`config.mk`:
```
export PLATFORM = sky130hd
export DESIGN_NAME = fifo_replacement_cache
export DESIGN_NICKNAME = d
export VERILOG_FILES = /design/src/design/frc_pkg.sv /design/src/design/fifo_replacement_cache.sv /design/src/design/frc_store.sv /design/src/design/frc_seq.sv
export VERILOG_INCLUDE_DIRS = /design/src /design/src/design
export SDC_FILE = /design/constraint.sdc
export NUM_CORES = 1
export LEC_CHECK = 0
export BUFFER_PORTS_ARGS = -buffer_cell sky130_fd_sc_hd__buf_2
export CELL_PAD_IN_SITES_DETAIL_PLACEMENT = 2
export CELL_PAD_IN_SITES_GLOBAL_PLACEMENT = 2
export CORE_UTILIZATION = 43
export DETAILED_ROUTE_END_ITERATION = 8
export PLACE_DENSITY = 0.71
export REMOVE_ABC_BUFFERS = 1
export SLEW_MARGIN = 20
export SYNTH_ARGS = -nofsm -noshare
export SYNTH_HDL_FRONTEND = slang
export SYNTH_SLANG_ARGS = --single-unit
```
`constraint.sdc`:
```
create_clock -name i_clk -period 20.9 [get_ports i_clk]
set_input_delay 4.18 -clock i_clk [delete_from_list [all_inputs] [get_ports i_clk]]
set_output_delay 4.18 -clock i_clk [all_outputs]
set_load 0.03 [all_outputs]
```
`src/design/fifo_replacement_cache_macros.svh`:
```
// ---------------------------------------------------------------------------
// fifo replacement cache assertion macros
// concurrent assertion wrappers, empty when synthesized
// ---------------------------------------------------------------------------
`ifndef FIFO_REPLACEMENT_CACHE_MACROS_SVH
`define FIFO_REPLACEMENT_CACHE_MACROS_SVH

`ifndef SYNTHESIS
// condition holds at every edge out of reset
`define FRC_ASSERT_ALWAYS(lbl, clk, rst_n, cond, msg) \
    lbl: assert property (@(posedge clk) disable iff (!rst_n) (cond)) \
        else $error(msg);
// same-cycle implication
`define FRC_ASSERT_IMP(lbl, clk, rst_n, ante, cons, msg) \
    lbl: assert property (@(posedge clk) disable iff (!rst_n) (ante) |-> (cons)) \
        else $error(msg);
// next-cycle implication
`define FRC_ASSERT_NEXT(lbl, clk, rst_n, ante, cons, msg) \
    lbl: assert property (@(posedge clk) disable iff (!rst_n) (ante) |=> (cons)) \
        else $error(msg);
`else
`define FRC_ASSERT_ALWAYS(lbl, clk, rst_n, cond, msg)
`define FRC_ASSERT_IMP(lbl, clk, rst_n, ante, cons, msg)
`define FRC_ASSERT_NEXT(lbl, clk, rst_n, ante, cons, msg)
`endif

`endif

```
`src/design/frc_pkg.sv`:
```
// ---------------------------------------------------------------------------
// frc_pkg
// shared types and constants of the fifo replacement cache
// ---------------------------------------------------------------------------
package frc_pkg;

    localparam int CAPACITY_DEF  = 16;
    localparam int DATA_BITS_DEF = 32;
    localparam int ADDR_W        = 32;
    localparam int DATA_W        = 32;

    // operation codes
    typedef enum logic [1:0] {
        KIND_READ  = 2'd0,
        KIND_WRITE = 2'd1,
        KIND_PUT   = 2'd2
    } t_kind;

    typedef struct packed {
        logic [1:0]        kind;
        logic [ADDR_W-1:0] addr;
        logic [DATA_W-1:0] data_in;
    } t_in_item;

    typedef struct packed {
        logic              returned;
        logic              is_eviction;
        logic [ADDR_W-1:0] ret_addr;
        logic [DATA_W-1:0] ret_data;
        logic              ret_clean;
    } t_out_item;

    typedef enum logic [2:0] {
        ST_IDLE,
        ST_SCAN,
        ST_EVICT_RD,
        ST_EVICT,
        ST_RESULT
    } t_state;

endpackage

```
`src/design/fifo_replacement_cache.sv`:
```
// sequence: an item is scanned slot by slot from the oldest up to the fill count, stopping
//   early on a hit; a write or put that misses in a full cache reads and evicts the oldest entry
// throughput: one item at a time, the next one accepted once the result is registered;
//   the scan rate is one slot per cycle, set by the single read port of the slot memory
// reset: synchronous active low, clears fill count, ring pointers, sequencer and output
//   valid; slot memory keeps its contents and needs no clearing pass
// ---------------------------------------------------------------------------
// fifo_replacement_cache
// fully associative cache with first-in-first-out replacement
// ---------------------------------------------------------------------------
module fifo_replacement_cache #(
    parameter int CAPACITY  = frc_pkg::CAPACITY_DEF,
    parameter int DATA_BITS = frc_pkg::DATA_BITS_DEF
) (
    input  logic               i_clk,
    input  logic               i_rst_n,
    input  logic               i_in_valid,
    output logic               o_in_ready,
    input  frc_pkg::t_in_item  i_in_item,
    output logic               o_out_valid,
    input  logic               i_out_ready,
    output frc_pkg::t_out_item o_out_item
);
    import frc_pkg::*;

    localparam int WORD_W = (DATA_BITS < 32) ? DATA_BITS : 32;
    localparam int IDX_W  = (CAPACITY > 1) ? $clog2(CAPACITY) : 1;

    // sequencer to slot memory
    logic              mem_we;
    logic [IDX_W-1:0]  mem_waddr;
    logic [ADDR_W-1:0] mem_wkey;
    logic [WORD_W-1:0] mem_wword;
    logic              mem_wclean;
    logic [IDX_W-1:0]  mem_raddr;
    logic [ADDR_W-1:0] mem_rkey;
    logic [WORD_W-1:0] mem_rword;
    logic              mem_rclean;

    // sequencer result toward the output register
    logic              seq_idle;
    logic              res_valid;
    logic              res_take;
    t_out_item         res_item;

    // output register state
    logic              r_out_valid, n_out_valid;
    t_out_item         r_out_item;

    frc_store #(
        .CAPACITY  (CAPACITY),
        .DATA_BITS (DATA_BITS)
    ) u_store (
        .i_clk    (i_clk),
        .i_we     (mem_we),
        .i_waddr  (mem_waddr),
        .i_wkey   (mem_wkey),
        .i_wword  (mem_wword),
        .i_wclean (mem_wclean),
        .i_raddr  (mem_raddr),
        .o_rkey   (mem_rkey),
        .o_rword  (mem_rword),
        .o_rclean (mem_rclean)
    );

    frc_seq #(
        .CAPACITY  (CAPACITY),
        .DATA_BITS (DATA_BITS)
    ) u_seq (
        .i_clk       (i_clk),
        .i_rst_n     (i_rst_n),
        .i_start     (i_in_valid && seq_idle),
        .i_item      (i_in_item),
        .o_idle      (seq_idle),
        .o_we        (mem_we),
        .o_waddr     (mem_waddr),
        .o_wkey      (mem_wkey),
        .o_wword     (mem_wword),
        .o_wclean    (mem_wclean),
        .o_raddr     (mem_raddr),
        .i_rkey      (mem_rkey),
        .i_rword     (mem_rword),
        .i_rclean    (mem_rclean),
        .o_res_valid (res_valid),
        .o_res       (res_item),
        .i_res_take  (res_take)
    );

    // new items enter only while the sequencer is idle; a result waiting in the
    // output register does not hold the input side, but one it cannot take keeps the sequencer busy
    assign o_in_ready = seq_idle;

    // the output register takes a result when empty or emptying this cycle
    assign res_take = !r_out_valid || i_out_ready;

    always_comb begin
        n_out_valid = r_out_valid;
        if (res_valid && res_take) begin
            n_out_valid = 1'b1;
        end else if (i_out_ready) begin
            n_out_valid = 1'b0;
        end
    end

    always_ff @(posedge i_clk) begin
        if (!i_rst_n) begin
            r_out_valid <= 1'b0;
        end else begin
            r_out_valid <= n_out_valid;
        end
    end

    // payload register, loaded only on a handoff
    always_ff @(posedge i_clk) begin
        if (res_valid && res_take) begin
            r_out_item <= res_item;
        end
    end

    assign o_out_valid = r_out_valid;
    assign o_out_item  = r_out_item;

endmodule

```
`src/design/frc_store.sv`:
```
// ---------------------------------------------------------------------------
// frc_store
// slot memory: one write port, one registered read port
// ---------------------------------------------------------------------------
module frc_store #(
    parameter int CAPACITY  = frc_pkg::CAPACITY_DEF,
    parameter int DATA_BITS = frc_pkg::DATA_BITS_DEF
) (
    input  logic                                      i_clk,
    input  logic                                      i_we,
    input  logic [(CAPACITY > 1 ? $clog2(CAPACITY) : 1)-1:0] i_waddr,
    input  logic [frc_pkg::ADDR_W-1:0]                i_wkey,
    input  logic [(DATA_BITS < 32 ? DATA_BITS : 32)-1:0] i_wword,
    input  logic                                      i_wclean,
    input  logic [(CAPACITY > 1 ? $clog2(CAPACITY) : 1)-1:0] i_raddr,
    output logic [frc_pkg::ADDR_W-1:0]                o_rkey,
    output logic [(DATA_BITS < 32 ? DATA_BITS : 32)-1:0] o_rword,
    output logic                                      o_rclean
);
    import frc_pkg::*;

    localparam int WORD_W = (DATA_BITS < 32) ? DATA_BITS : 32;

    logic [ADDR_W-1:0] r_key_mem   [CAPACITY];
    logic [WORD_W-1:0] r_word_mem  [CAPACITY];
    logic              r_clean_mem [CAPACITY];

    logic [ADDR_W-1:0] r_rkey;
    logic [WORD_W-1:0] r_rword;
    logic              r_rclean;

    always_ff @(posedge i_clk) begin
        if (i_we) begin
            r_key_mem[i_waddr]   <= i_wkey;
            r_word_mem[i_waddr]  <= i_wword;
            r_clean_mem[i_waddr] <= i_wclean;
        end
    end

    always_ff @(posedge i_clk) begin
        r_rkey   <= r_key_mem[i_raddr];
        r_rword  <= r_word_mem[i_raddr];
        r_rclean <= r_clean_mem[i_raddr];
    end

    assign o_rkey   = r_rkey;
    assign o_rword  = r_rword;
    assign o_rclean = r_rclean;

endmodule

```
`src/design/frc_seq.sv`:
```
// ---------------------------------------------------------------------------
// frc_seq
// lookup sequencer: walks the valid slots through one key comparator
// ---------------------------------------------------------------------------
`include "fifo_replacement_cache_macros.svh"

module frc_seq #(
    parameter int CAPACITY  = frc_pkg::CAPACITY_DEF,
    parameter int DATA_BITS = frc_pkg::DATA_BITS_DEF
) (
    input  logic                                      i_clk,
    input  logic                                      i_rst_n,
    input  logic                                      i_start,
    input  frc_pkg::t_in_item                         i_item,
    output logic                                      o_idle,
    output logic                                      o_we,
    output logic [(CAPACITY > 1 ? $clog2(CAPACITY) : 1)-1:0] o_waddr,
    output logic [frc_pkg::ADDR_W-1:0]                o_wkey,
    output logic [(DATA_BITS < 32 ? DATA_BITS : 32)-1:0] o_wword,
    output logic                                      o_wclean,
    output logic [(CAPACITY > 1 ? $clog2(CAPACITY) : 1)-1:0] o_raddr,
    input  logic [frc_pkg::ADDR_W-1:0]                i_rkey,
    input  logic [(DATA_BITS < 32 ? DATA_BITS : 32)-1:0] i_rword,
    input  logic                                      i_rclean,
    output logic                                      o_res_valid,
    output frc_pkg::t_out_item                        o_res,
    input  logic                                      i_res_take
);
    import frc_pkg::*;

    localparam int WORD_W = (DATA_BITS < 32) ? DATA_BITS : 32;
    localparam int IDX_W  = (CAPACITY > 1) ? $clog2(CAPACITY) : 1;
    localparam int CNT_W  = $clog2(CAPACITY + 1);
    localparam logic [CNT_W-1:0] FULL    = CNT_W'(CAPACITY);
    localparam logic [IDX_W-1:0] LAST_IX = IDX_W'(CAPACITY - 1);

    t_state            r_state, n_state;
    logic [1:0]        r_kind, n_kind;
    logic [ADDR_W-1:0] r_addr, n_addr;
    logic [WORD_W-1:0] r_word, n_word;
    logic [IDX_W-1:0]  r_ptr, n_ptr;
    logic [CNT_W-1:0]  r_left, n_left;
    logic              r_pend, n_pend;
    logic [IDX_W-1:0]  r_pend_slot, n_pend_slot;
    logic [CNT_W-1:0]  r_fill, n_fill;
    logic [IDX_W-1:0]  r_oldest, n_oldest;
    logic [IDX_W-1:0]  r_tail, n_tail;
    t_out_item         r_res, n_res;
    logic              match;

    function automatic logic [IDX_W-1:0] wrap_inc(input logic [IDX_W-1:0] x);
        return (x == LAST_IX) ? '0 : x + IDX_W'(1);
    endfunction

    always_ff @(posedge i_clk) begin
        if (!i_rst_n) begin
            r_state  <= ST_IDLE;
            r_pend   <= 1'b0;
            r_fill   <= '0;
            r_oldest <= '0;
            r_tail   <= '0;
        end else begin
            r_state  <= n_state;
            r_pend   <= n_pend;
            r_fill   <= n_fill;
            r_oldest <= n_oldest;
            r_tail   <= n_tail;
        end
    end

    always_ff @(posedge i_clk) begin
        r_kind      <= n_kind;
        r_addr      <= n_addr;
        r_word      <= n_word;
        r_ptr       <= n_ptr;
        r_left      <= n_left;
        r_pend_slot <= n_pend_slot;
        r_res       <= n_res;
    end

    // the shared comparator
    assign match = r_pend && (i_rkey == r_addr);

    always_comb begin
        n_state     = r_state;
        n_kind      = r_kind;
        n_addr      = r_addr;
        n_word      = r_word;
        n_ptr       = r_ptr;
        n_left      = r_left;
        n_pend      = r_pend;
        n_pend_slot = r_pend_slot;
        n_fill      = r_fill;
        n_oldest    = r_oldest;
        n_tail      = r_tail;
        n_res       = r_res;
        o_we        = 1'b0;
        o_waddr     = r_tail;
        o_wkey      = r_addr;
        o_wword     = r_word;
        o_wclean    = (r_kind == KIND_PUT);
        o_raddr     = (r_state == ST_EVICT_RD) ? r_oldest : r_ptr;
        o_res_valid = 1'b0;

        case (r_state)
            ST_IDLE: begin
                if (i_start) begin
                    n_kind = i_item.kind;
                    n_addr = i_item.addr;
                    n_word = i_item.data_in[WORD_W-1:0];
                    n_ptr  = r_oldest;
                    n_left = r_fill;
                    n_pend = 1'b0;
                    n_res  = '0;
                    if (i_item.kind inside {KIND_READ, KIND_WRITE, KIND_PUT}) begin
                        n_state = ST_SCAN;
                    end else begin
                        n_state = ST_RESULT;
                    end
                end
            end
            ST_SCAN: begin
                if (match) begin
                    n_pend  = 1'b0;
                    n_state = ST_RESULT;
                    case (r_kind)
                        KIND_READ: begin
                            n_res = '{returned: 1'b1, is_eviction: 1'b0, ret_addr: r_addr,
                                      ret_data: DATA_W'(i_rword), ret_clean: i_rclean};
                        end
                        KIND_WRITE: begin
                            o_we     = 1'b1;
                            o_waddr  = r_pend_slot;
                            o_wclean = 1'b0;
                            n_res = '{returned: 1'b1, is_eviction: 1'b0, ret_addr: r_addr,
                                      ret_data: DATA_W'(r_word), ret_clean: 1'b0};
                        end
                        default: begin
                            n_res = '0;
                        end
                    endcase
                end else if (r_left != '0) begin
                    // issue the next slot read, compare it next cycle
                    n_pend      = 1'b1;
                    n_pend_slot = r_ptr;
                    n_ptr       = wrap_inc(r_ptr);
                    n_left      = r_left - CNT_W'(1);
                end else begin
                    n_pend = 1'b0;
                    n_res  = '0;
                    if (r_kind == KIND_WRITE || r_kind == KIND_PUT) begin
                        if (r_fill != FULL) begin
                            o_we    = 1'b1;
                            o_waddr = r_tail;
                            n_fill  = r_fill + CNT_W'(1);
                            n_tail  = wrap_inc(r_tail);
                            n_state = ST_RESULT;
                        end else begin
                            n_state = ST_EVICT_RD;
                        end
                    end else begin
                        n_state = ST_RESULT;
                    end
                end
            end
            ST_EVICT_RD: begin
                n_state = ST_EVICT;
            end
            ST_EVICT: begin
                n_res = '{returned: 1'b1, is_eviction: 1'b1, ret_addr: i_rkey,
                          ret_data: DATA_W'(i_rword), ret_clean: i_rclean};
                o_we     = 1'b1;
                o_waddr  = r_oldest;
                n_oldest = wrap_inc(r_oldest);
                n_tail   = wrap_inc(r_tail);
                n_state  = ST_RESULT;
            end
            ST_RESULT: begin
                o_res_valid = 1'b1;
                if (i_res_take) begin
                    n_state = ST_IDLE;
                end
            end
            default: begin
                n_state = ST_IDLE;
            end
        endcase
    end

    assign o_idle = (r_state == ST_IDLE);
    assign o_res  = r_res;

    `FRC_ASSERT_ALWAYS(a_fill_bound, i_clk, i_rst_n, r_fill <= FULL, "fill count above capacity")
    `FRC_ASSERT_IMP(a_evict_full, i_clk, i_rst_n, r_state == ST_EVICT, r_fill == FULL, "eviction while not full")
    `FRC_ASSERT_IMP(a_ring_ptrs, i_clk, i_rst_n, r_fill != '0 && r_fill != FULL, r_oldest != r_tail, "ring pointers meet while partly filled")
    `FRC_ASSERT_NEXT(a_busy_after_start, i_clk, i_rst_n, i_start && o_idle, !o_idle, "sequencer idle right after an item")

endmodule
```
# Word level (Yosys, flattened, before mapping)
# Memories as Yosys holds them, arrays and structs flattened. A register that Yosys moved wholly into a read port is not among the register bits.
# Cells that the tools add are included.
# totals
input_bits,70
memories,3
latch_bits,0
word_cells,127
out_inout_bits,69
register_bits,231
rom_bits,0
mem_bits_rw,1040
# mem_list
memory,words,word_bits,rd,rd_clocked_by_memory_dff,wr,line,rtl
u_store.r_key_mem,16,32,1,1,1,frc_store.sv:24,logic [ADDR_W-1:0] r_key_mem [CAPACITY];
u_store.r_word_mem,16,32,1,1,1,frc_store.sv:25,logic [WORD_W-1:0] r_word_mem [CAPACITY];
u_store.r_clean_mem,16,1,1,1,1,frc_store.sv:26,logic r_clean_mem [CAPACITY];
# classes
mul,0
n_bitwise,2
n_addsub,5
shifts,0
mux,51
n_lt_le_gt_ge,0
reduce_logical,23
div_mod_pow,0
n_eq_ne,21
# ops
operator,n
67-bit two-way mux,3
67-bit one-hot mux with 3 select lines,1
67-bit one-hot mux with 2 select lines,1
4-bit two-way mux,13
32-bit equality test,1
4-bit one-hot mux with 2 select lines,3
3-bit two-way mux,7
1-bit two-way mux,16
5-bit two-way mux,3
3-bit one-hot mux with 5 select lines,1
"4-bit by 1-bit adder with 4-bit output, second input constant",3
"4-bit equality test, second input constant",3
5-bit one-hot mux with 2 select lines,1
5-bit AND reduction,2
3-bit AND reduction,3
"2-bit by 1-bit inequality test with 1-bit output, second input constant",4
"3-bit by 2-bit equality test with 1-bit output, second input constant",2
"2-bit inequality test, second input constant",3
2-bit nonzero test,3
3-bit nonzero test,2
"5-bit by 1-bit adder with 5-bit output, second input constant",1
"5-bit inequality test, second input constant",1
5-bit nonzero test,1
"5-bit by 1-bit subtractor with 5-bit output, second input constant",1
14 further kinds,23

# Depth between registers and ports, before layout
# Gate-level depths: netlist (run 1).
# logic_depth
depth_word,8
mapped_depth,9
mapped_depth_nobuf,8

# By module
# Synthesis (run 1) repeated with hierarchy kept, for this count alone.
# hier_totals
hier_cells,2217
hier_area_um2,49313.5
# modules_own_cells
mod,area_per_inst_um2,n_inst,seq_area_each_um2,cells_each
frc_store,40239.8,1,32531.2,1673
frc_seq,6998.0,1,4724.5,471
fifo_replacement_cache,2075.7,1,2031.9,73

# Least setup slack after synthesis (run 1)
# OpenSTA, ideal clock, no wires.
# synth_path
path_kind,in2reg
startpoint,in i_in_valid
endpoint,"reg u_seq.r_res (netlist bit u_seq.o_res[0]), enable pin"
arrival_time_ns,8.785
setup_ns,0.574
n_path_buf,0
setup_slack_ns,11.541
t_required_ns,20.326
cell_stages,2
cell_sequence,a21oi_1 nor3_1
# synth_via
elab_chain_cells,3
# synth_lines
item,line,rtl
"start, declared",fifo_replacement_cache.sv:17,"input logic i_in_valid,"
1-bit logical AND,fifo_replacement_cache.sv:72,".i_start (i_in_valid && seq_idle),"
2-bit by 1-bit inequality test with 1-bit output (no line),--,
3-bit AND reduction (no line),--,
"end signal, assigned",frc_seq.sv:78,r_res <= n_res;
"end, declared",frc_seq.sv:48,"t_out_item r_res, n_res;"
# No other way between the ends.
# A chain may end at the register's enable or synchronous reset.

# Worst setup path in the final report (run 1)
# layout_path
startpoint,reg u_seq.r_state[1]
endpoint,"reg u_store.r_rword[11], in the netlist u_store.o_rword[11], read port of u_store.r_word_mem"
# layout_via
elab_chain_cells,2
# layout_lines
item,line,rtl
"start, declared",frc_seq.sv:37,"t_state r_state, n_state;"
"start signal, assigned",frc_seq.sv:63,r_state <= n_state;
3-bit by 2-bit equality test with 1-bit output,frc_seq.sv:102,o_raddr = (r_state == ST_EVICT_RD) ? r_oldest : r_ptr;
4-bit two-way mux,frc_seq.sv:102,
"end, declared",frc_store.sv:29,logic [WORD_W-1:0] r_rword;
# No other way between the ends.

==> impl_summary.md, run 1 <==
Outcome
The run finished, with violations left. The checks that failed: DRC.

Setup path
The worst setup path is launched from a register. In this run the worst path has a maximum fanout of 44. STA classifies the critical path endpoint as a register. Data on the critical path is required at its endpoint by 21,450 ps. STA puts the critical path data arrival time at 6680 ps. The number of cells on the worst reg-to-reg path is 11.

The capture instance of the worst register-to-register path is u_store.o_rword[11]$_DFF_P_. Setup slack on the worst reg-to-reg path comes out at 14,770 ps. The worst setup path is of the reg -> reg kind. The startpoint identified for the worst register-to-register timing path is u_seq.r_state[1]$_SDFFE_PN0P_. The launching instance or port of the critical path is u_seq.r_state[1]$_SDFFE_PN0P_. The worst setup path endpoint is u_store.o_rword[11]$_DFF_P_.

Synth
The post-synthesis instance area is 49,700 µm². The prevailing post-synth register cell is sky130_fd_sc_hd__edfxtp_1. During synthesis, Yosys emitted a total of 0 warnings. The count of flip-flops with a built-in enable after synthesis is 1,253. After technology mapping, the gate count stands at 2,364. In this run, distinct cell masters in the synthesized netlist total 52. The sequential-to-total area share from yosys stat is 79.1%. The flip-flop and latch count after synthesis is 1,336.

Of all flip-flops after synthesis, the portion carrying an async set or reset was 0%. The average instance in the mapped netlist occupies 21.0 µm².

Drt
The detailed router's first-iteration violation count is 2,285. The count of unresolved DRC violations after routing is 24. In this run the remaining antenna-violating nets after routing total 0.

The final layout contains routed wiring with a total length of 151 mm. The average routed wire per standard cell is 35.8 µm. The number of vias in the routed layout is 25,600.

The first detailed-routing pass took 7 iterations. The number of vias per cell after detailed routing is 6.08.

Place
At the end of routability-driven placement, the weighted congestion stood at 0.737. The area of placed instances is 52,400 µm². The number of buffers inserted by port buffering is 138. Summed over all nets, the half-perimeter wirelength after detailed placement is 78.9 mm.

Layout
The final layout contains 2,665 nets. The most common cell after layout, fill and taps aside is sky130_fd_sc_hd__edfxtp_1. The finished cells cover 57,000 µm². In the final layout, the share of cells above drive strength 1 is 25.4%. The library cells used most frequently in the layout, excluding fill and tap cells, are 1,253 x sky130_fd_sc_hd__edfxtp_1, 260 x sky130_fd_sc_hd__mux4_2, 162 x sky130_fd_sc_hd__nand2_1. The layout overhead on the synthesized area is 14.7%. The layout has 10,000 filler cells.

Timing
The smallest clock period supported by the final layout is computed as 6130 ps. The number of pins with negative max-slew slack in the final report is 0. Setup violations remaining at the end of the flow were counted as 0.

The smallest hold slack is 417 ps. The setup clock skew after layout is 37.5 ps. The final hold violation count is 0.

The actual slew at the worst max-slew pin is 1140 ps. Measured against its own limit, the worst slew margin works out to 24.3%. The portion of the clock cycle consumed by the worst path in the final layout is 29.3%.

Setup repair after global routing left no endpoint under its margin. The highest clock frequency the design can meet is 163 MHz.

Clocking
The TritonCTS clock tree is yes. In this run the clock root is driven by a sky130_fd_sc_hd__clkbuf_16. The total CTS buffers is 143. In this run the number of H-tree levels came out at 4. CTS saw 1,336 sinks.

The clock edge transition at the registers on the reported setup and hold paths is 60 ps. In this run the post-CTS setup repair buffer count came out at 0. The number of hold buffers added after CTS is 0. The clock latency of the later-clocked register in the worst-skew pair is 760 ps. Counting along the longest clock path gives a buffer depth of 3. Once the clock tree was built, the resizer swapped 0 gates to a different size.

Global route
The number of antenna violations at the first check in global routing is 4. The first global-routing pass estimated 214 mm of wire. The overall global routing resource usage is 26.2%. The remaining global-route overflow is 0. Entering global routing, the biggest net connects 133 pins. The number of global-route vias before repair is 28,200.

Pwr
In this run the static leakage power is 18.4 nW. The peak supply drop is 0.0792 mV. The power density over the cells is 110 nW/µm².

Floorplan
The die covers 117,000 µm². The total I/O pin count is 139. The die is 342 µm tall. The total area inside the core boundary comes to 115,000 µm².

From left edge to right edge, the die measures 342 µm. The cell row count is 124. Once the floorplan was initialized, standard cells occupied 43.4% of the core.

Job
The number of violations of the max-capacitance limit is 0.

Min path
The tightest min-delay check is of the reg -> reg type.
## per-layer routing
layer | wire length (µm) | track usage [%]
met1 | 61100 | 34.4
met2 | 77900 | 45.0
met3 | 7980 | 4.03
met4 | 3980 | 7.85
met5 | 21 | 0
## area by class of cell
| type | count | area (µm²) | area share [%] |
|---|---|---|---|
| timing repair buffer | 199 | 1190 | 2.09 |
| sequential | 1336 | 39300 | 69.0 |
| inverter | 13 | 51.3 | 0.0900 |
| antenna | 1 | 2.50 | 0.00439 |
| clock inverter | 53 | 483 | 0.848 |
| multi-input combinational | 892 | 9980 | 17.5 |
| clock buffer | 209 | 4100 | 7.19 |
| tap | 1512 | 1890 | 3.32 |
## cell families (layout without fill, tap and decap cells)
family	after synthesis	after routing	synth area share [%]
compound gates	246	246	3.64
xor+xnor	39	39	0.687
fa+ha+maj	10	10	0.252
buf+inv	136	474	1.16
flops	1336	1336	79.1
mux	271	271	12.0
other cells	0	1	0
simple gates	326	326	3.18
## how the worst min path moves through the flow
stage,startpoint,cells after the start,endpoint
floorplan,u_seq.o_res[0]$_DFFE_PP_,0,o_out_item[0]$_DFFE_PP_
global placement,u_seq.o_res[12]$_DFFE_PP_,0,o_out_item[12]$_DFFE_PP_
detailed placement,u_seq.o_res[63]$_DFFE_PP_,0,o_out_item[63]$_DFFE_PP_
CTS,u_seq.o_res[63]$_DFFE_PP_,0,o_out_item[63]$_DFFE_PP_
global route,u_seq.o_res[45]$_DFFE_PP_,0,o_out_item[45]$_DFFE_PP_
finish,u_seq.o_res[63]$_DFFE_PP_,0,o_out_item[63]$_DFFE_PP_
## critical path: stages (launching register included)
cell	delay (ps)
sky130_fd_sc_hd__dfxtp_1	670
sky130_fd_sc_hd__inv_2	180
sky130_fd_sc_hd__nor3_4	490
sky130_fd_sc_hd__mux2i_4	320
sky130_fd_sc_hd__buf_4	530
sky130_fd_sc_hd__buf_4	790
sky130_fd_sc_hd__buf_4	780
sky130_fd_sc_hd__buf_4	830
sky130_fd_sc_hd__mux4_2	600
sky130_fd_sc_hd__and2_1	170
sky130_fd_sc_hd__a211oi_1	290
sky130_fd_sc_hd__a31oi_1	110
## report_power, final
part,internal [W],total [W],switching [W]
Combinational,0.000245,0.000616,0.000372
Sequential,0.00305,0.00315,0.000106
Clock,0.00146,0.00252,0.00106
## synth_stat cells, types with 4 or more instances
cell	instances	area share [%]
sky130_fd_sc_hd__mux4_2	260	12
sky130_fd_sc_hd__o21ai_0	10	0.10
sky130_fd_sc_hd__nand2b_1	7	0.088
sky130_fd_sc_hd__buf_4	5	0.076
sky130_fd_sc_hd__nand4_1	13	0.16
sky130_fd_sc_hd__nor2_1	27	0.20
sky130_fd_sc_hd__edfxtp_1	1253	76
sky130_fd_sc_hd__dfxtp_1	83	3.3
sky130_fd_sc_hd__and2_1	67	0.84
sky130_fd_sc_hd__nor3_1	22	0.22
sky130_fd_sc_hd__nor4_1	4	0.050
sky130_fd_sc_hd__nand2_1	162	1.2
sky130_fd_sc_hd__nor2b_1	4	0.050
sky130_fd_sc_hd__mux2i_1	9	0.18
sky130_fd_sc_hd__buf_1	6	0.045
sky130_fd_sc_hd__o211ai_1	4	0.060
sky130_fd_sc_hd__ha_1	10	0.25
sky130_fd_sc_hd__a21oi_1	12	0.12
sky130_fd_sc_hd__xnor2_1	31	0.55
sky130_fd_sc_hd__xor2_1	8	0.14
sky130_fd_sc_hd__buf_2	37	0.37
sky130_fd_sc_hd__a31oi_1	72	0.91
sky130_fd_sc_hd__a211oi_1	67	1.0
sky130_fd_sc_hd__a41oi_1	4	0.071
sky130_fd_sc_hd__clkbuf_1	75	0.57
sky130_fd_sc_hd__inv_1	11	0.083
sky130_fd_sc_hd__a22o_1	65	1.1
sky130_fd_sc_hd__nand3_1	5	0.050
## registers in the layout, indices dropped and copies added (netlist names)
| name | count |
|---|---|
| u_store.r_key_mem | 512 |
| u_store.r_word_mem | 512 |
| o_out_item | 67 |
| u_seq.o_res | 67 |
| u_seq.o_wkey | 32 |
| u_seq.o_wword | 32 |
| u_store.o_rkey | 32 |
| u_store.o_rword | 32 |
| u_store.r_clean_mem | 16 |
| u_seq.r_fill | 5 |
| u_seq.r_left | 5 |
| u_seq.r_oldest | 4 |
| u_seq.r_pend_slot | 4 |
| u_seq.r_ptr | 4 |
| u_seq.r_tail | 4 |
| u_seq.r_state | 3 |
| u_seq.r_kind | 2 |
| o_out_valid | 1 |
| u_seq.r_pend | 1 |
| u_store.o_rclean | 1 |
## through the flow
step                      setup TNS (ps)  total power, W  utilization (%)  setup slack [ps]  instances
after floorplan                  -369010         0.00386                -             -5680       2241
after global placement                 0         0.00376             45.7             14530       3951
after detailed placement               0         0.00382             45.8             14630       3952
after CTS                              0         0.00635             49.8             14610       4214
after global routing                   0         0.00646             49.8             14160       4214
final                                  0         0.00629             49.8             14770       4215
No activity file was read; power rests on OpenSTA's default activity.
==> run 2, diff against run 1 <==
- ABC_AREA: default -> 1
- CORE_UTILIZATION: 43 -> 40
- PLACE_DENSITY: 0.71 -> 0.76
- clock period: 20.9 -> 5.6 ns (I/O delays scaled with it)
==> impl_summary.md, run 2 <==
Pwr
The peak supply drop is 0.262 mV (was 0.0792 mV). The part of the power in combinational logic is 21.5% (was 9.8%). The switching component of the power is 0.00917 W (was 0.00154 W).

The clock network fraction of total power is 34.5% (was 40.1%). The leakage power total is 19.5 nW (was 18.4 nW). The power density over the cells came to 479 nW/µm² (was 110 nW/µm²). The switching part of the total power is 32.6% (was 24.5%). The internal cell power is 0.0190 W (was 0.00475 W). The share of power burned in registers is 44.0% (was 50.1%). The total power is 0.0281 W (was 0.00629 W).

Clocking
The number of hold buffers added after CTS is 0 (unchanged). The root buffer cell is sky130_fd_sc_hd__clkbuf_16 (unchanged). The total CTS buffers is 144 (was 143).

The number of buffers inserted to repair setup after CTS was 0 (unchanged). The clock edge transition at the registers on the reported setup and hold paths was 70 ps (was 60 ps). The deepest level of the CTS H-tree was 4 (unchanged). The clock latency of the later-clocked register in the worst-skew pair is 790 ps (was 760 ps). The sink count of the clock tree was 1,336 (unchanged). The post-cts gate resize count was 0 (unchanged).

The maximum root-to-sink buffer count is 3 (unchanged). The TritonCTS clock tree is yes (unchanged).

Synth
Leading cell types by total area after synthesis: sky130_fd_sc_hd__edfxtp_1 74%, sky130_fd_sc_hd__nor2_1 4.4%, sky130_fd_sc_hd__o21ai_0 3.4% (was sky130_fd_sc_hd__edfxtp_1 76%, sky130_fd_sc_hd__mux4_2 12%, sky130_fd_sc_hd__dfxtp_1 3.3%). The flip-flop and latch count after synthesis is 1,336 (unchanged). The number of instances in the synthesized netlist is 3,737 (was 2,364). Most numerous cell types in the synthesized netlist: 1,253 x sky130_fd_sc_hd__edfxtp_1, 597 x sky130_fd_sc_hd__nor2_1, 350 x sky130_fd_sc_hd__o21ai_0 (was 1,253 x sky130_fd_sc_hd__edfxtp_1, 260 x sky130_fd_sc_hd__mux4_2, 162 x sky130_fd_sc_hd__nand2_1).

The post-synthesis instance area is 51,100 µm² (was 49,700 µm²). The async set-reset flop share out of synthesis is 0% (unchanged). The yosys synthesis warning count was 0 (unchanged). The average footprint of a synthesized cell came to 13.7 µm² (was 21.0 µm²).

The most used standard cell by instance count after synthesis is sky130_fd_sc_hd__edfxtp_1 (unchanged). The count of flip-flops with a built-in enable after synthesis is 1,253 (unchanged). The sequential-to-total area share from yosys stat was 76.9% (was 79.1%). The unique cell type count in the Yosys netlist is 38 (was 52).

The prevailing post-synth register cell is sky130_fd_sc_hd__edfxtp_1 (unchanged). The cell taking the most area after synthesis is sky130_fd_sc_hd__edfxtp_1 (unchanged). The fraction of post-synthesis cell area in the top cell type by area is 73.6% (was 75.7%).

Place
The number of buffers inserted by port buffering came to 138 (unchanged). The sum of net half-perimeters after detailed placement is 98.1 mm (was 78.9 mm). The area of placed instances came to 54,000 µm² (was 52,400 µm²). The placer's final routability congestion estimate is 0.835 (was 0.737).

Floorplan
The starting density of the core came to 40.5% (was 43.4%). The die height is 359 µm (was 342 µm). The core region area was 126,000 µm² (was 115,000 µm²). The die boundary width is 359 µm (was 342 µm). The cell row count is 130 (was 124). The total I/O pin count is 139 (unchanged). The die area is 129,000 µm² (was 117,000 µm²).

Setup path
The critical path required time was 6030 ps (was 21,450 ps). The critical path capture point type is a register (unchanged). The maximum fanout count along the critical path is 18 (was 44). The kind of critical path is reg -> reg (unchanged). The critical path startpoint category is a register (unchanged). The arrival time at the worst endpoint came to 5070 ps (was 6680 ps).

Layout
Leading cell types in the layout, fill and taps excluded: 1,253 x sky130_fd_sc_hd__edfxtp_1, 577 x sky130_fd_sc_hd__nor2_1, 348 x sky130_fd_sc_hd__o21ai_0 (was 1,253 x sky130_fd_sc_hd__edfxtp_1, 260 x sky130_fd_sc_hd__mux4_2, 162 x sky130_fd_sc_hd__nand2_1). The count of nets after finishing is 3,947 (was 2,665). The most common cell after layout, fill and taps aside is sky130_fd_sc_hd__edfxtp_1 (unchanged). The layout overhead on the synthesized area is 14.9% (was 14.7%).

The post-route standard cell area excluding fillers was 58,700 µm² (was 57,000 µm²). The fraction of final layout cells with drive strength greater than 1 is 11.8% (was 25.4%). Largest registers: u_store.r_key_mem: 512 flops, u_store.r_word_mem: 512 flops (unchanged).

Global route
The first-pass GRT wire length is 258 mm (was 214 mm). The overall global routing resource usage is 27.1% (was 26.2%). The pin count of the biggest net entering global routing was 166 (was 133). The remaining global-route overflow is 0 (unchanged). The number of antenna violations at the first check in global routing is 7 (was 4). The number of global-route vias before repair was 37,200 (was 28,200).

Outcome
Run status: finished, final reports clean (was complete, but fails checks).

Timing
The highest clock frequency the design can meet is 215 MHz (was 163 MHz). The clock period minus worst slack is 4640 ps (was 6130 ps). The setup-violating endpoint count in the final report is 0 (unchanged). RSZ-0062 raised after global routing: false (unchanged). The setup clock skew after layout is 32.1 ps (was 37.5 ps). The portion of the clock cycle consumed by the worst path in the final layout came to 82.9% (was 29.3%). The number of pins with negative max-slew slack in the final report came to 0 (unchanged). The final hold violation count was 0 (unchanged). The relative slew slack is 26.8% (was 24.3%).

The actual slew at the worst max-slew pin came to 1100 ps (was 1140 ps).

Drt
The number of vias in the routed layout is 33,800 (was 25,600). The count of unresolved DRC violations after routing was 0 (was 24). The detailed router's first-iteration violation count is 2,835 (was 2,285). The average routed wire per standard cell was 31.4 µm (was 35.8 µm).

The total routed wirelength came to 177 mm (was 151 mm). The number of detailed-routing iterations run before antenna repair is 5 (was 7). The number of vias per cell after detailed routing is 6.00 (was 6.08). The post-route antenna net violation count is 0 (unchanged).

Job
The number of violations of the max-capacitance limit is 0 (unchanged).

Min path
The worst hold path class is reg -> reg (unchanged).
==> run 2: changes by cell type in the layout (fill, tap and decap cells not counted), sizes merged, moves of 66 or more <==
cell / change
nor2: +575
o21ai: +559
mux4: -260
o221ai: +182
nand2: +156
nand3: +145
inv: +89
o22ai: +80
o211ai: +74
a31oi: -71
and2: -67
a211oi: -66
==> run 2: logic make-up (layout without fill, tap and decap cells) <==
group	count (synthesis)	after routing	share of synthesized area, %
AND/OR/NAND/NOR	1104	1104	8.74
XOR/XNOR	15	15	0.257
other	0	3	0
AO/OA/AOI/OAI	936	936	11.1
flip-flops	1336	1336	76.9
buffers and inverters	336	583	2.75
adder cells (fa/ha/maj)	10	10	0.245
==> run 2: final cells by class <==
cell class | count | area, µm²
clock inverter | 50 | 489
fill | 12100 | 67500
multi-input combinational | 2065 | 10600
clock buffer | 213 | 4230
timing repair buffer | 220 | 1620
antenna | 3 | 7.51
sequential | 1336 | 39300
inverter | 100 | 408
tap | 1650 | 2060
==> run 2: metrics by stage <==
step           std cells  setup TNS, ps  hold WS (ps)  util (%)  setup slack, ps
6_report            5637              0           413      46.5              956
2_1_floorplan       3501        -255190           400         -            -3220
3_3_place_gp        5371              0           401      42.8             1480
4_1_cts             5634              0           409      46.5             1030
5_1_grt             5634              0           420      46.5              759
3_5_place_dp        5371              0           406      42.8             1050
==> run 2: power groups by stage <==
stage | Combinational [W] | Clock [W] | Sequential, W
3_5_place_dp | 0.00591 | 0 | 0.0126
5_1_grt | 0.00648 | 0.0101 | 0.0124
3_3_place_gp | 0.00554 | 0 | 0.0125
2_1_floorplan | 0.00354 | 0 | 0.0124
6_report | 0.00606 | 0.00970 | 0.0124
4_1_cts | 0.00606 | 0.00984 | 0.0124
==> run 2: critical path: stages, from the launching register on <==
cell and delay, ps:
sky130_fd_sc_hd__edfxtp_1 660, sky130_fd_sc_hd__xnor2_1 670, sky130_fd_sc_hd__nand3b_1 170, sky130_fd_sc_hd__nor2_1 420, sky130_fd_sc_hd__nand2_1 180, sky130_fd_sc_hd__nand2_1 100
sky130_fd_sc_hd__nand2_1 130, sky130_fd_sc_hd__a21oi_1 240, sky130_fd_sc_hd__nand3_1 410, sky130_fd_sc_hd__nor2_4 750, sky130_fd_sc_hd__buf_4 480
==> run 2: path summary, 6_finish.rpt <==
path,cells past startpoint,to,startpoint,slack [ps]
setup / recovery,10,u_store.r_key_mem[2][28]$_DFFE_PP_,u_seq.o_wkey[12]$_DFFE_PP_,960
hold / removal,0,o_out_item[64]$_DFFE_PP_,u_seq.o_res[64]$_DFFE_PP_,410
setup reg to reg,10,u_store.r_key_mem[2][28]$_DFFE_PP_,u_seq.o_wkey[12]$_DFFE_PP_,960
hold reg to reg,0,o_out_item[64]$_DFFE_PP_,u_seq.o_res[64]$_DFFE_PP_,410
==> run 2: routing by layer <==
| layer | share of wire (%) | track usage [%] | vias up |
|---|---|---|---|
| met5 | 0 | 0 | - |
| met4 | 3.2 | 9.65 | 0 |
| met3 | 5.0 | 3.76 | 327 |
| met2 | 52 | 48.0 | 1108 |
| met1 | 40 | 33.8 | 18100 |
| li1 | - | - | 14300 |
